### src/rtl/core/ghp_pkg.sv
package ghp_pkg;

    // Byte kind codes as they appear on the output
    localparam logic [2:0] K_FIXED   = 3'd0;
    localparam logic [2:0] K_XLEN    = 3'd1;
    localparam logic [2:0] K_XDATA   = 3'd2;
    localparam logic [2:0] K_NAME    = 3'd3;
    localparam logic [2:0] K_COMMENT = 3'd4;
    localparam logic [2:0] K_CRC     = 3'd5;
    localparam logic [2:0] K_BODY    = 3'd6;

    // Flag bits of the fixed header
    localparam logic [7:0] FL_HCRC    = 8'h02;
    localparam logic [7:0] FL_EXTRA   = 8'h04;
    localparam logic [7:0] FL_NAME    = 8'h08;
    localparam logic [7:0] FL_COMMENT = 8'h10;

    localparam logic [15:0] FIXED_LEN  = 16'd10;
    localparam logic [15:0] FLAG_POS   = 16'd7;   // count left when the flag byte arrives
    localparam logic [15:0] TWO_BYTES  = 16'd2;

    typedef enum logic [6:0] {
        PH_FIXED   = 7'b0000001,
        PH_XLEN    = 7'b0000010,
        PH_XDATA   = 7'b0000100,
        PH_NAME    = 7'b0001000,
        PH_COMMENT = 7'b0010000,
        PH_CRC     = 7'b0100000,
        PH_BODY    = 7'b1000000
    } t_phase;

    // Parser state carried from byte to byte
    typedef struct packed {
        t_phase      phase;
        logic [15:0] bytes_left;
        logic [7:0]  flags;
        logic [7:0]  xlen_lo;
    } t_state;

    // Phase chosen after a part ends, plus whether a 2-byte count starts
    typedef struct packed {
        t_phase phase;
        logic   load_two;
    } t_sel;

    function automatic logic [2:0] kind_of(input t_phase ph);
        logic [2:0] k;
        case (ph)
            PH_FIXED:   k = K_FIXED;
            PH_XLEN:    k = K_XLEN;
            PH_XDATA:   k = K_XDATA;
            PH_NAME:    k = K_NAME;
            PH_COMMENT: k = K_COMMENT;
            PH_CRC:     k = K_CRC;
            default:    k = K_BODY;
        endcase
        return k;
    endfunction

    // Pick the part that follows 'done' from the captured flags
    function automatic t_sel next_part(input logic [2:0] done, input logic [7:0] fl);
        t_sel s;
        s.load_two = 1'b0;
        if (done == K_FIXED && (fl & FL_EXTRA) != 8'h00) begin
            s.phase    = PH_XLEN;
            s.load_two = 1'b1;
        end else if (done <= K_XDATA && (fl & FL_NAME) != 8'h00) begin
            s.phase = PH_NAME;
        end else if (done <= K_NAME && (fl & FL_COMMENT) != 8'h00) begin
            s.phase = PH_COMMENT;
        end else if (done <= K_COMMENT && (fl & FL_HCRC) != 8'h00) begin
            s.phase    = PH_CRC;
            s.load_two = 1'b1;
        end else begin
            s.phase = PH_BODY;
        end
        return s;
    endfunction

endpackage

### src/rtl/core/ghp_step.sv
module ghp_step (
    input  ghp_pkg::t_state i_state,
    input  logic [7:0]      i_byte,
    output ghp_pkg::t_state o_state,
    output logic [2:0]      o_kind,
    output logic            o_complete
);

    ghp_pkg::t_state nxt;
    ghp_pkg::t_sel   sel;
    logic [15:0]     dec;
    logic [15:0]     xlen;

    assign dec  = (i_state.bytes_left != 16'd0) ? i_state.bytes_left - 16'd1 : 16'd0;
    assign xlen = {i_byte, i_state.xlen_lo};

    // Advance the header state by one byte
    always_comb begin
        nxt    = i_state;
        sel    = ghp_pkg::next_part(ghp_pkg::K_BODY, i_state.flags);
        o_kind = ghp_pkg::kind_of(i_state.phase);
        case (i_state.phase)
            ghp_pkg::PH_FIXED: begin
                if (i_state.bytes_left == ghp_pkg::FLAG_POS) begin
                    nxt.flags = i_byte;
                end
                nxt.bytes_left = dec;
                if (dec == 16'd0) begin
                    sel       = ghp_pkg::next_part(ghp_pkg::K_FIXED, nxt.flags);
                    nxt.phase = sel.phase;
                    if (sel.load_two) begin
                        nxt.bytes_left = ghp_pkg::TWO_BYTES;
                    end
                end
            end
            ghp_pkg::PH_XLEN: begin
                if (i_state.bytes_left == ghp_pkg::TWO_BYTES) begin
                    nxt.xlen_lo    = i_byte;
                    nxt.bytes_left = 16'd1;
                end else if (xlen != 16'd0) begin
                    nxt.bytes_left = xlen;
                    nxt.phase      = ghp_pkg::PH_XDATA;
                end else begin
                    // zero extra length: skip the extra data
                    nxt.bytes_left = 16'd0;
                    sel            = ghp_pkg::next_part(ghp_pkg::K_XDATA, i_state.flags);
                    nxt.phase      = sel.phase;
                    if (sel.load_two) begin
                        nxt.bytes_left = ghp_pkg::TWO_BYTES;
                    end
                end
            end
            ghp_pkg::PH_XDATA: begin
                nxt.bytes_left = dec;
                if (dec == 16'd0) begin
                    sel       = ghp_pkg::next_part(ghp_pkg::K_XDATA, i_state.flags);
                    nxt.phase = sel.phase;
                    if (sel.load_two) begin
                        nxt.bytes_left = ghp_pkg::TWO_BYTES;
                    end
                end
            end
            ghp_pkg::PH_NAME: begin
                if (i_byte == 8'h00) begin
                    sel       = ghp_pkg::next_part(ghp_pkg::K_NAME, i_state.flags);
                    nxt.phase = sel.phase;
                    if (sel.load_two) begin
                        nxt.bytes_left = ghp_pkg::TWO_BYTES;
                    end
                end
            end
            ghp_pkg::PH_COMMENT: begin
                if (i_byte == 8'h00) begin
                    sel       = ghp_pkg::next_part(ghp_pkg::K_COMMENT, i_state.flags);
                    nxt.phase = sel.phase;
                    if (sel.load_two) begin
                        nxt.bytes_left = ghp_pkg::TWO_BYTES;
                    end
                end
            end
            ghp_pkg::PH_CRC: begin
                nxt.bytes_left = dec;
                if (dec == 16'd0) begin
                    nxt.phase = ghp_pkg::PH_BODY;
                end
            end
            default: begin
                o_kind    = ghp_pkg::K_BODY;
                nxt.phase = ghp_pkg::PH_BODY;
            end
        endcase
    end

    assign o_state    = nxt;
    assign o_complete = (o_kind != ghp_pkg::K_BODY) && (nxt.phase == ghp_pkg::PH_BODY);

endmodule

### src/rtl/core/gzip_header_parser.sv
// gzip member header parser. Each byte on the slave stream comes out on the
// master stream unchanged, labeled with its part of the header (fixed header,
// extra length, extra data, name, comment, header CRC) or as body, together
// with the flag byte of the fixed header. tlast is high on the byte that
// completes the header. One byte is taken per clock with no gaps while the
// master side does not stall; a byte passes the input register, then the
// result register, and the rate is set by the single header state update
// made per byte. Magic and method bytes are not checked; after the header
// every byte is body until reset.
module gzip_header_parser (
    input  logic        i_clk,
    input  logic        i_rst_n,
    input  logic        s_axis_tvalid,
    output logic        s_axis_tready,
    input  logic [7:0]  s_axis_tdata,   // [7:0] in_byte
    output logic        m_axis_tvalid,
    input  logic        m_axis_tready,
    output logic [7:0]  m_axis_tdata,   // [7:0] out_byte
    output logic        m_axis_tlast,   // header_complete
    output logic [10:0] m_axis_tuser    // [2:0] byte_kind, [10:3] header_flags
);

    logic            r_in_vld;
    logic [7:0]      r_in_byte;
    logic            r_out_vld;
    logic [7:0]      r_out_byte;
    logic [2:0]      r_out_kind;
    logic            r_out_last;
    logic [7:0]      r_out_flags;
    ghp_pkg::t_state r_state;
    ghp_pkg::t_state n_state;
    logic [2:0]      n_kind;
    logic            n_last;
    logic            advance;

    // Move the held byte into the result register when it is free or draining
    assign advance       = r_in_vld && (!r_out_vld || m_axis_tready);
    assign s_axis_tready = !r_in_vld || advance;

    ghp_step u_step (
        .i_state    (r_state),
        .i_byte     (r_in_byte),
        .o_state    (n_state),
        .o_kind     (n_kind),
        .o_complete (n_last)
    );

    // Input register
    always_ff @(posedge i_clk) begin
        if (!i_rst_n) begin
            r_in_vld <= 1'b0;
        end else if (s_axis_tready) begin
            r_in_vld <= s_axis_tvalid;
        end
        if (s_axis_tready && s_axis_tvalid) begin
            r_in_byte <= s_axis_tdata;
        end
    end

    // Header state, updated once per transfer
    always_ff @(posedge i_clk) begin
        if (!i_rst_n) begin
            r_state.phase      <= ghp_pkg::PH_FIXED;
            r_state.bytes_left <= ghp_pkg::FIXED_LEN;
            r_state.flags      <= 8'h00;
            r_state.xlen_lo    <= 8'h00;
        end else if (advance) begin
            r_state <= n_state;
        end
    end

    // Result register
    always_ff @(posedge i_clk) begin
        if (!i_rst_n) begin
            r_out_vld <= 1'b0;
        end else if (advance) begin
            r_out_vld <= 1'b1;
        end else if (m_axis_tready) begin
            r_out_vld <= 1'b0;
        end
        if (advance) begin
            r_out_byte  <= r_in_byte;
            r_out_kind  <= n_kind;
            r_out_last  <= n_last;
            r_out_flags <= n_state.flags;
        end
    end

    assign m_axis_tvalid = r_out_vld;
    assign m_axis_tdata  = r_out_byte;
    assign m_axis_tlast  = r_out_last;
    assign m_axis_tuser  = {r_out_flags, r_out_kind};

    // The completing byte is always a header byte
    a_last_is_header: assert property (@(posedge i_clk) disable iff (!i_rst_n)
        (m_axis_tvalid && m_axis_tlast) |-> (m_axis_tuser[2:0] != ghp_pkg::K_BODY))
        else $error("header complete flagged on a body byte");

    // Once in the body, the parser stays there
    a_body_sticks: assert property (@(posedge i_clk) disable iff (!i_rst_n)
        (r_state.phase == ghp_pkg::PH_BODY) |=> (r_state.phase == ghp_pkg::PH_BODY))
        else $error("parser left the body phase");

    // A held input byte is not lost while the result side stalls
    a_in_hold: assert property (@(posedge i_clk) disable iff (!i_rst_n)
        (r_in_vld && !advance) |=> (r_in_vld && $stable(r_in_byte)))
        else $error("held input byte dropped or changed");

    // State only moves when a byte moves to the result register
    a_state_hold: assert property (@(posedge i_clk) disable iff (!i_rst_n)
        !advance |=> $stable(r_state))
        else $error("header state changed without a transfer");

endmodule

### config.mk
export PLATFORM = sky130hd
export DESIGN_NAME = gzip_header_parser
export DESIGN_NICKNAME = d
export VERILOG_FILES = /design/src/rtl/core/ghp_pkg.sv /design/src/rtl/core/ghp_step.sv /design/src/rtl/core/gzip_header_parser.sv
export SDC_FILE = /design/constraint.sdc
export NUM_CORES = 1
export LEC_CHECK = 0
export BUFFER_PORTS_ARGS = -buffer_cell sky130_fd_sc_hd__buf_2
export CORE_ASPECT_RATIO = 1.5
export CORE_MARGIN = 8
export CORE_UTILIZATION = 35
export CTS_BUF_LIST = sky130_fd_sc_hd__clkbuf_4
export DETAILED_ROUTE_END_ITERATION = 6
export HOLD_SLACK_MARGIN = 0.12
export SYNTH_ARGS = -nofsm -noshare
export SYNTH_HDL_FRONTEND = slang
export SYNTH_SLANG_ARGS = --single-unit
export TNS_END_PERCENT = 20
### constraint.sdc
create_clock -name i_clk -period 3.2 [get_ports i_clk]
set_clock_uncertainty 0.05 [all_clocks]
set_input_delay 0.16 -clock i_clk [delete_from_list [all_inputs] [get_ports i_clk]]
set_output_delay 0.16 -clock i_clk [all_outputs]
set_load 0.03 [all_outputs]
==> summary.md <==
| Metric | Value |
|---|---|
| Status | `finished clean` |
| Critical path, cell by cell | `inv_1 -> ha_1 -> nor3b_2 -> buf_4 -> a21boi_0 -> nor3_2 -> o211ai_4 -> o41ai_4 -> a21oi_4 -> or4b_1 -> a31oi_1` |
| Fin. max-slew vios | `0` |
| Comb power frac | `17.7%` |
| Reg2reg start | `r_state[16]$_SDFFE_PN0P_` |
| Post-Syn Area | `0.00385 mm^2` |
| Die area | `0.0147 mm^2` |
| TritonCTS clock tree | `done` |
| Vias in the first global route | `3302` |
| Drt via density | `5.52` |
| Worst slew pin tran | `1090 ps` |
| Setup crit end kind | `flip-flop` |
| Drt wl/cell | `18.2 um` |
| R2r setup slk | `160 ps` |
| Die W | `102 um` |
| Async S/R FF share, synth | `0%` |
| CTS Buf Count | `9` |
| Pin count of the biggest net entering global routing | `34` |
| Hold Path Class | `in2reg` |
| Sink Count | `69` |
| DR DRC count | `0` |
| Vias | `3405` |
| Final min period | `3040 ps` |
| EDFF count, synth | `28` |
| Synth unique cells | `68` |
| RSZ-0062 raised after global routing | `no` |
| Max stage delay on crit path | `470 ps` |
| CTS Root Cell | `clkbuf_4` |
| P&R area growth vs syn | `18.3%` |
| Required @ worst endpoint | `3500 ps` |
| P_int | `0.00133 W` |
| Most frequent cell after synthesis | `dfxtp_1` |
| Top post-synthesis cells by count | `dfxtp_1, nor2_1, nand2_1` |
| Switching Power | `0.000596 W` |
| PD cells | `423 mW/mm^2` |
| Syn_nets | `419` |
| Rel. slew slack | `27.6%` |
| Sequential-to-total area share from yosys stat | `43.2%` |
| CP endpoint | `r_state[22]$_SDFFE_PN0P_` |
| Routed WL | `11.3 mm` |
| R2r worst-path depth | `11` |
| Clock tree buffer depth | `2` |
| Worst path slowest cell | `dfxtp_1` |
| H-tree levels | `3` |
| Std-Cell Rows | `47` |
| Critical Path Source | `r_state[16]$_SDFFE_PN0P_` |
| Clock power frac | `30.2%` |
| Hold slack | `389 ps` |
| Yosys top cell area share | `21.8%` |
| Hpwl dp | `8.32 mm` |
| Final GP Congestion | `0.942` |
| Seq pwr share | `52.1%` |
| First DRT Iteration DRCs | `193` |
| Setup violators final | `0` |
| Switch share | `30.9%` |
| Max Freq | `329 MHz` |
| Finished Cell Area | `0.00455 mm^2` |
| GRT Total Usage | `15.6%` |
| Synth Flop Type | `dfxtp_1` |
| Worst Path Arrival | `3340 ps` |
| Nature of the critical path startpoint | `flip-flop` |
| YS warnings | `0` |
| Final hold violation count | `0` |
| IO Pins | `34` |
| Max-Cap Viols | `0` |
| Synth top area cells | `edfxtp_1, dfxtp_1, nor2_1` |
| Dominant cell type by area after synthesis | `edfxtp_1` |
| Placed cell area | `0.00425 mm^2` |
| Final #Nets | `479` |
| First-pass GRT wire length | `17.3 mm` |
| Initial antenna violation count | `1` |
| Synthesized instance count | `404` |
| Clock slew at reported path FFs | `140 ps` |
| Global route overflow | `0` |
| Final worst path period share | `94.9%` |
| # port buffers | `33` |
| Core area | `0.0109 mm^2` |
| Drt pass-1 iters | `6` |
| Syn avg cell area | `9.53 um^2` |
| Max FO, Critical Path | `9` |
| Max VDD drop | `0.176 mV` |
| FF-to-FF End | `r_state[22]$_SDFFE_PN0P_` |
| Layout cells sized above 1 | `24.1%` |
| Clk Latency, worst-skew pair | `440 ps` |
| Die H | `144 um` |
| Yosys reg bits | `69` |
| CP Class | `reg2reg` |
| Final antenna-violating net count | `0` |
| Initial Util | `35.4%` |
| Leak pwr | `1.68 nW` |
| Fin Setup TNS | `0 ps` |
==> power by group through the flow <==
stage	Sequential (W)	Combinational, W	Clock [W]
after CTS	0.00100	0.000333	0.000594
final	0.00100	0.000341	0.000583
after detailed placement	0.00102	0.000321	0
after floorplan	0.00103	0.000218	0
after global routing	0.00101	0.000368	0.000630
after global placement	0.00102	0.000321	0
==> layer usage <==
layer / vias up / track usage, % / part of all wire [%]
li1: 1634 / - / -
met1: 1614 / 15.9 / 38
met2: 125 / 27.9 / 53
met3: 32 / 2.84 / 4.2
met4: 0 / 11.3 / 4.4
met5: - / 0 / 0
==> metrics by stage <==
| stage | setup slack [ps] | power, W | cells | utilization (%) |
|---|---|---|---|---|
| floorplan | 385 | 0.00124 | 404 | - |
| global placement | 234 | 0.00134 | 584 | 39.1 |
| detailed placement | 155 | 0.00134 | 584 | 39.1 |
| CTS | 124 | 0.00193 | 612 | 41.5 |
| global route | 19.4 | 0.00201 | 617 | 41.9 |
| finish | 163 | 0.00193 | 617 | 41.9 |
==> critical path, delay by kind of cell (launching register included) <==
kind,cells,cell delay (ps)
AO/OA/AOI/OAI,5,1140
adder cells (fa/ha/maj),1,280
buffers and inverters,2,290
flip-flops,1,470
AND/OR/NAND/NOR,3,710
==> worst min-delay path by stage <==
stage                                from                      to  slack [ps]  cells past startpoint
final                     s_axis_tdata[2]  r_in_byte[2]$_DFFE_PP_         390                      2
after CTS                 s_axis_tdata[2]  r_in_byte[2]$_DFFE_PP_         370                      2
after detailed placement  s_axis_tdata[7]  r_in_byte[7]$_DFFE_PP_         290                      1
after global routing      s_axis_tdata[5]  r_in_byte[5]$_DFFE_PP_         380                      2
after global placement    s_axis_tdata[0]  r_in_byte[0]$_DFFE_PP_         290                      1
after floorplan           s_axis_tdata[0]  r_in_byte[0]$_DFFE_PP_         210                      0
==> cell type report <==
class / instances / area [um^2]
antenna: 1 / 2.50
clock buffer: 10 / 75.1
clock inverter: 6 / 63.8
fill: 1091 / 6330
inverter: 13 / 48.8
multi-input combinational: 300 / 2040
sequential: 69 / 1660
tap: 147 / 184
timing repair buffer: 71 / 480
==> layout by cell type, fill, tap and decap left out, types with 3 or more instances in the layout <==
cell           instances
dfxtp_1               41
a211oi_1               4
nor3_1                14
nor2_1                40
nand2_1               37
ha_1                   3
o21ai_0               27
buf_4                 26
inv_1                 13
a221oi_1               3
mux2_2                 9
nand3_1               13
or3_1                  4
edfxtp_1              28
a31oi_1               10
nand4b_1               3
mux2i_1               13
dlygate4sd3_1         12
nor2b_1                3
xnor2_1                5
nand4_1                4
a21oi_1               25
xor2_1                 3
buf_2                 33
or4_4                  3
nor4_4                 3
and3_1                 6
clkbuf_4              10
nand3b_1               3
o22ai_1                3
o31ai_1                4
a221oi_2               3
nor4_1                 8
==> timing repair <==
action / 4_1_cts / 5_1_grt
resized for setup: 0 / 2
endpoints found under the hold margin: 21 / 0
buffers inserted: 0 / 4
hold buffers: 12 / 0
endpoints found under the setup margin: 0 / 4
==> cell families after synthesis <==
group | count (synthesis) | synth area share [%]
flip-flops | 69 | 43.2
AND/OR/NAND/NOR | 165 | 24.5
adder cells (fa/ha/maj) | 3 | 0.975
multiplexers | 23 | 6.27
buffers and inverters | 35 | 4.13
XOR/XNOR | 8 | 1.82
AO/OA/AOI/OAI | 101 | 19.1
==> flip-flops by register name, summed over array words and instances (netlist names) <==
signal and flops:
m_axis_tdata 8, m_axis_tlast 1, m_axis_tvalid 1, r_in_byte 8, r_in_vld 1, r_out_flags 8, r_out_kind 3, r_state 39
Note: power is estimated with default switching activity, not from simulation.
